File: config.mk
export PLATFORM = sky130hd
export DESIGN_NAME = ism_ctrl
export DESIGN_NICKNAME = d
export VERILOG_FILES = /design/src/hw/rtl/ism_pkg.sv /design/src/hw/rtl/ism_ctrl.sv
export SDC_FILE = /design/constraint.sdc
export NUM_CORES = 1
export LEC_CHECK = 0
export BUFFER_PORTS_ARGS = -buffer_cell sky130_fd_sc_hd__buf_4
export CORE_AREA = 2 2 39 41
export DETAILED_ROUTE_END_ITERATION = 10
export DIE_AREA = 0 0 41 43
export PLACE_DENSITY = 0.36
export SLEW_MARGIN = 40
export SYNTH_ARGS = -nofsm -noshare
export SYNTH_HDL_FRONTEND = slang
export SYNTH_SLANG_ARGS = --single-unit
File: constraint.sdc
create_clock -name clk -period 0.97 [get_ports clk]
set_clock_uncertainty 0.15 [all_clocks]
set_input_delay 0.097 -clock clk [delete_from_list [all_inputs] [get_ports clk]]
set_output_delay 0.097 -clock clk [all_outputs]
set_load 0.05 [all_outputs]
File: src/hw/rtl/ism_pkg.sv
// Types and constants shared by the interval sort and merge block.
`default_nettype none

package ism_pkg;

  localparam int FIELD_BITS = 16;

  typedef struct packed {
    logic [FIELD_BITS-1:0] start_point;
    logic [FIELD_BITS-1:0] end_point;
    logic                  final_item;
  } ism_in_t;

  typedef struct packed {
    logic [FIELD_BITS-1:0] merged_start;
    logic [FIELD_BITS-1:0] merged_end;
    logic                  final_result;
    logic                  overflowed;
  } ism_out_t;

  // controller to datapath
  typedef struct packed {
    logic insert;     // put the input interval into the sorted chain
    logic pop;        // take the head of the chain into the merge registers
    logic emit;       // load the output register from the merge registers
    logic emit_last;  // the emitted interval closes the set
    logic clr;        // end of set: drop merge state and overflow flag
  } ism_cmd_t;

  // datapath to controller
  typedef struct packed {
    logic head_valid;  // chain holds at least one interval
    logic head_joins;  // head start lies within the running merged interval
    logic cur_valid;   // merge registers hold an interval
    logic out_busy;    // output register full and stalled
  } ism_sts_t;

endpackage

`default_nettype wire

File: src/hw/rtl/ism_ctrl.sv
// Controller state machine: load phase and merge/emit phase.
`default_nettype none

module ism_ctrl (
  input  wire              clk,
  input  wire              rst_n,
  input  wire              in_valid,
  input  wire              in_final,
  output logic             in_stall,
  input  ism_pkg::ism_sts_t sts,
  output ism_pkg::ism_cmd_t cmd
);
  import ism_pkg::*;

  localparam logic ST_LOAD  = 1'b0;
  localparam logic ST_MERGE = 1'b1;

  logic state_r, state_nxt;

  always_comb begin
    cmd       = '0;
    state_nxt = state_r;
    in_stall  = 1'b1;
    unique case (state_r)
      ST_LOAD: begin
        in_stall = 1'b0;
        if (in_valid) begin
          cmd.insert = 1'b1;
          if (in_final) state_nxt = ST_MERGE;
        end
      end
      ST_MERGE: begin
        if (sts.head_valid) begin
          if (sts.cur_valid && !sts.head_joins) begin
            // a gap closes the running interval; it must leave first
            if (!sts.out_busy) begin
              cmd.pop  = 1'b1;
              cmd.emit = 1'b1;
            end
          end else begin
            cmd.pop = 1'b1;
          end
        end else if (sts.cur_valid) begin
          if (!sts.out_busy) begin
            cmd.emit      = 1'b1;
            cmd.emit_last = 1'b1;
            cmd.clr       = 1'b1;
            state_nxt     = ST_LOAD;
          end
        end else begin
          cmd.clr   = 1'b1;
          state_nxt = ST_LOAD;
        end
      end
      default: state_nxt = ST_LOAD;
    endcase
  end

  always_ff @(posedge clk) begin
    if (!rst_n) state_r <= ST_LOAD;
    else        state_r <= state_nxt;
  end

  a_no_load_in_merge: assert property (@(posedge clk) disable iff (!rst_n)
    (state_r == ST_MERGE) |-> (in_stall && !cmd.insert))
    else $error("input taken during merge phase");

endmodule

`default_nettype wire

==> metrics.md <==
| Metric | Value |
|---|---|
| Largest net degree at the start of global routing | `6` |
| Seq/Total Area, Yosys | `22.9%` |
| Synthesized cell area | `87.6 um^2` |
| Met2 wire len | `78 um` |
| Fmax | `912 MHz` |
| Leak | `0.128 nW` |
| Crit Path Max Fanout | `5` |
| Area Growth Syn to Fin | `209%` |
| Tmin final | `1.10 ns` |
| Routed met1 length | `213 um` |
| FF-to-FF End | `state_r$_SDFF_PN0_` |
| Fin worst setup slack | `-0.126 ns` |
| Actual slew at the worst max-slew pin | `0.230 ns` |
| Gpl congestion | `0.696` |
| Number of global-route vias before repair | `130` |
| Required @ worst endpoint | `0.72 ns` |
| Worst-Skew Late Latency | `0 ns` |
| Top cells by area, synth | `dfxtp_1 (23%), a21oi_1 (11%), o211a_1 (11%), a311oi_1 (10%), and2b_2 (10%)` |
| Max_cap viols | `0` |
| Synth Area in Adders | `0%` |
| Yosys top cell by area | `dfxtp_1` |
| Yosys warns | `0` |
| Worst path cell trace | `nand3b_1 -> a21oi_4 -> buf_6` |
| Failing checks | `negative setup slack` |
| Post-synthesis cell type count | `10` |
| Crit path capture type | `output pin` |
| Worst R2R Setup Slack | `0.01 ns` |
| Clk slew on worst S/H paths | `0 ns` |
| Largest family of logic cells by synthesized area | `simple AND/OR/NAND/NOR gates` |
| Drt first-iter violations | `2` |
| Drt wl/cell | `8.57 um` |
| Mux contribution to synthesized area | `0%` |
| Min-Delay Path Class | `input pin to register` |
| Syn Inst Count | `12` |
| DR WL met3 | `68 um` |
| DR vias/cell | `3.33` |
| Antenna-violating nets left | `0` |
| Post-synthesis simple-gate area fraction | `35.7%` |
| Outcome | `finished, violations left` |
| Xor/xnor share of the synthesized area | `0%` |
| Drc violations | `0` |
| Flip-flop count of the largest register after layout | `1` |
| RSZ-0062 raised after global routing | `true` |
| Net count, final | `36` |
| Place WS | `-0.166 ns` |
| Final Max Slew Viols | `0` |
| Most flops, register | `state_r` |
| # hold bufs at CTS | `0` |
| Core Region | `0.00138 mm^2` |
| IO Pins | `14` |
| Syn nets | `20` |
| Fin cells | `42` |
| Layout cells sized above 1 | `73.1%` |
| Worst reg-to-reg path cell count | `3` |
| Worst Setup Start Kind | `register` |
| Total power | `0.000175 W` |
| Synthesis-stage register bit count | `1` |
| Critical path class | `register to output pin` |
| Total placed cells including tap cells | `41` |
| Initial antenna violation count | `0` |
| Slew headroom | `84.6%` |
| Total gr overflow | `0` |
| Peak supply drop | `0.000243 V` |
| Std-Cell Rows | `14` |
| Setup violators final | `4` |
| Vias | `140` |
| GRT Total Usage | `4.60%` |
| Largest regs | `state_r: 1 flops` |
| Initial Utilization | `6.33%` |
| Die area | `0.00176 mm^2` |
| Critical path arrival | `0.85 ns` |
| Antenna Cells | `0` |
| First-pass GRT wire length | `586 um` |
| RR Startpoint | `state_r$_SDFF_PN0_` |
| Chip height | `43 um` |
| Max layer used | `met3` |
| Critical Path End | `cmd[2]` |
| Top cell type's share of synthesized area | `22.9%` |
| Area fraction in compound gates after synthesis | `32.9%` |
| Detailed Route WL | `360 um` |
| Number of I/O port buffers | `13` |
| Final period util | `113%` |
| Critical Path Start | `state_r$_SDFF_PN0_` |
| Die W | `41 um` |
| CP max stage cell | `dfxtp_4` |
| Pwr dens | `647 mW/mm^2` |
| Avg Synthesized Cell Area | `7.30 um^2` |
| Final hold violations | `0` |
| First-pass DRT Iterations | `2` |
| Slowest stage delay, CP | `0.34 ns` |
cell usage in the layout, fill, tap and decap left out:
cell      n
a21oi_1   1
nor2_4    1
a21oi_4   1
a311oi_1  1
nand2_1   1
dfxtp_4   1
and3_4    1
and2b_4   1
inv_1     2
buf_4     9
o211a_1   1
buf_6     2
buf_8     3
nand3b_1  1
through the flow:
step                instance area [um^2]  utilization [%]  TNS (ns)  hold WS, ns
global placement                     229             16.5    -0.325        0.182
CTS                                  259             18.7    -0.378        0.196
finish                               270             19.5    -0.314        0.195
global route                         270             19.5    -0.547        0.224
floorplan                            111                -    -0.776       0.0495
detailed placement                   229             16.5    -0.340        0.188
where the power goes:
group	switching (W)	leakage, nW	internal, W	total (W)
registers	0.00000343	0.00892	0.0000445	0.0000479
clock network	0	0	0	0
logic	0.0000685	0.119	0.0000585	0.000127
worst min-delay path by stage:
stage          startpoint            endpoint  slack (ns)  depth (start not counted)
2_1_floorplan       rst_n  state_r$_SDFF_PN0_        0.05                          2
3_3_place_gp        rst_n  state_r$_SDFF_PN0_        0.18                          3
3_5_place_dp        rst_n  state_r$_SDFF_PN0_        0.19                          3
4_1_cts             rst_n  state_r$_SDFF_PN0_        0.20                          3
5_1_grt             rst_n  state_r$_SDFF_PN0_        0.22                          3
6_report            rst_n  state_r$_SDFF_PN0_        0.20                          3
synth_stat cells, drive strengths merged:
master and instances:
nand2 1, a311oi 1, and3 1, nand3b 1, a21oi 2, dfxtp 1
inv 2, and2b 1, nor2 1, o211a 1
kinds of logic (layout without fill, tap and decap cells):
kind of cell / Yosys count / count (layout)
flops: 1 / 1
simple gates: 5 / 5
compound gates: 4 / 4
buf+inv: 2 / 16
final cells by class:
| type | count | area (um^2) |
|---|---|---|
| well taps | 16 | 20.0 |
| inverters | 2 | 7.51 |
| repair buffers | 14 | 135 |
| multi-input cells | 9 | 83.8 |
| fillers | 152 | 1110 |
| flip-flops and latches | 1 | 23.8 |
critical path, delay by kind of cell, from the launching register on:
family	cells	cell delay [ns]
AO/OA/AOI/OAI	1	0.16
buffers and inverters	1	0.17
flip-flops	1	0.34
AND/OR/NAND/NOR	1	0.18
timing repair:
item	in CTS	in global routing
buffers inserted	1	0
pin swaps	3	1
endpoints found under the setup margin	3	6
gates resized for setup	6	3
per-layer routing:
metal  global-route usage (%)  vias up
met5                        0        -
met4                        0        0
met3                     1.05        0
met2                     4.38       14
met1                     9.52       53
li1                         -       73
Note: power is estimated with default switching activity, not from simulation.
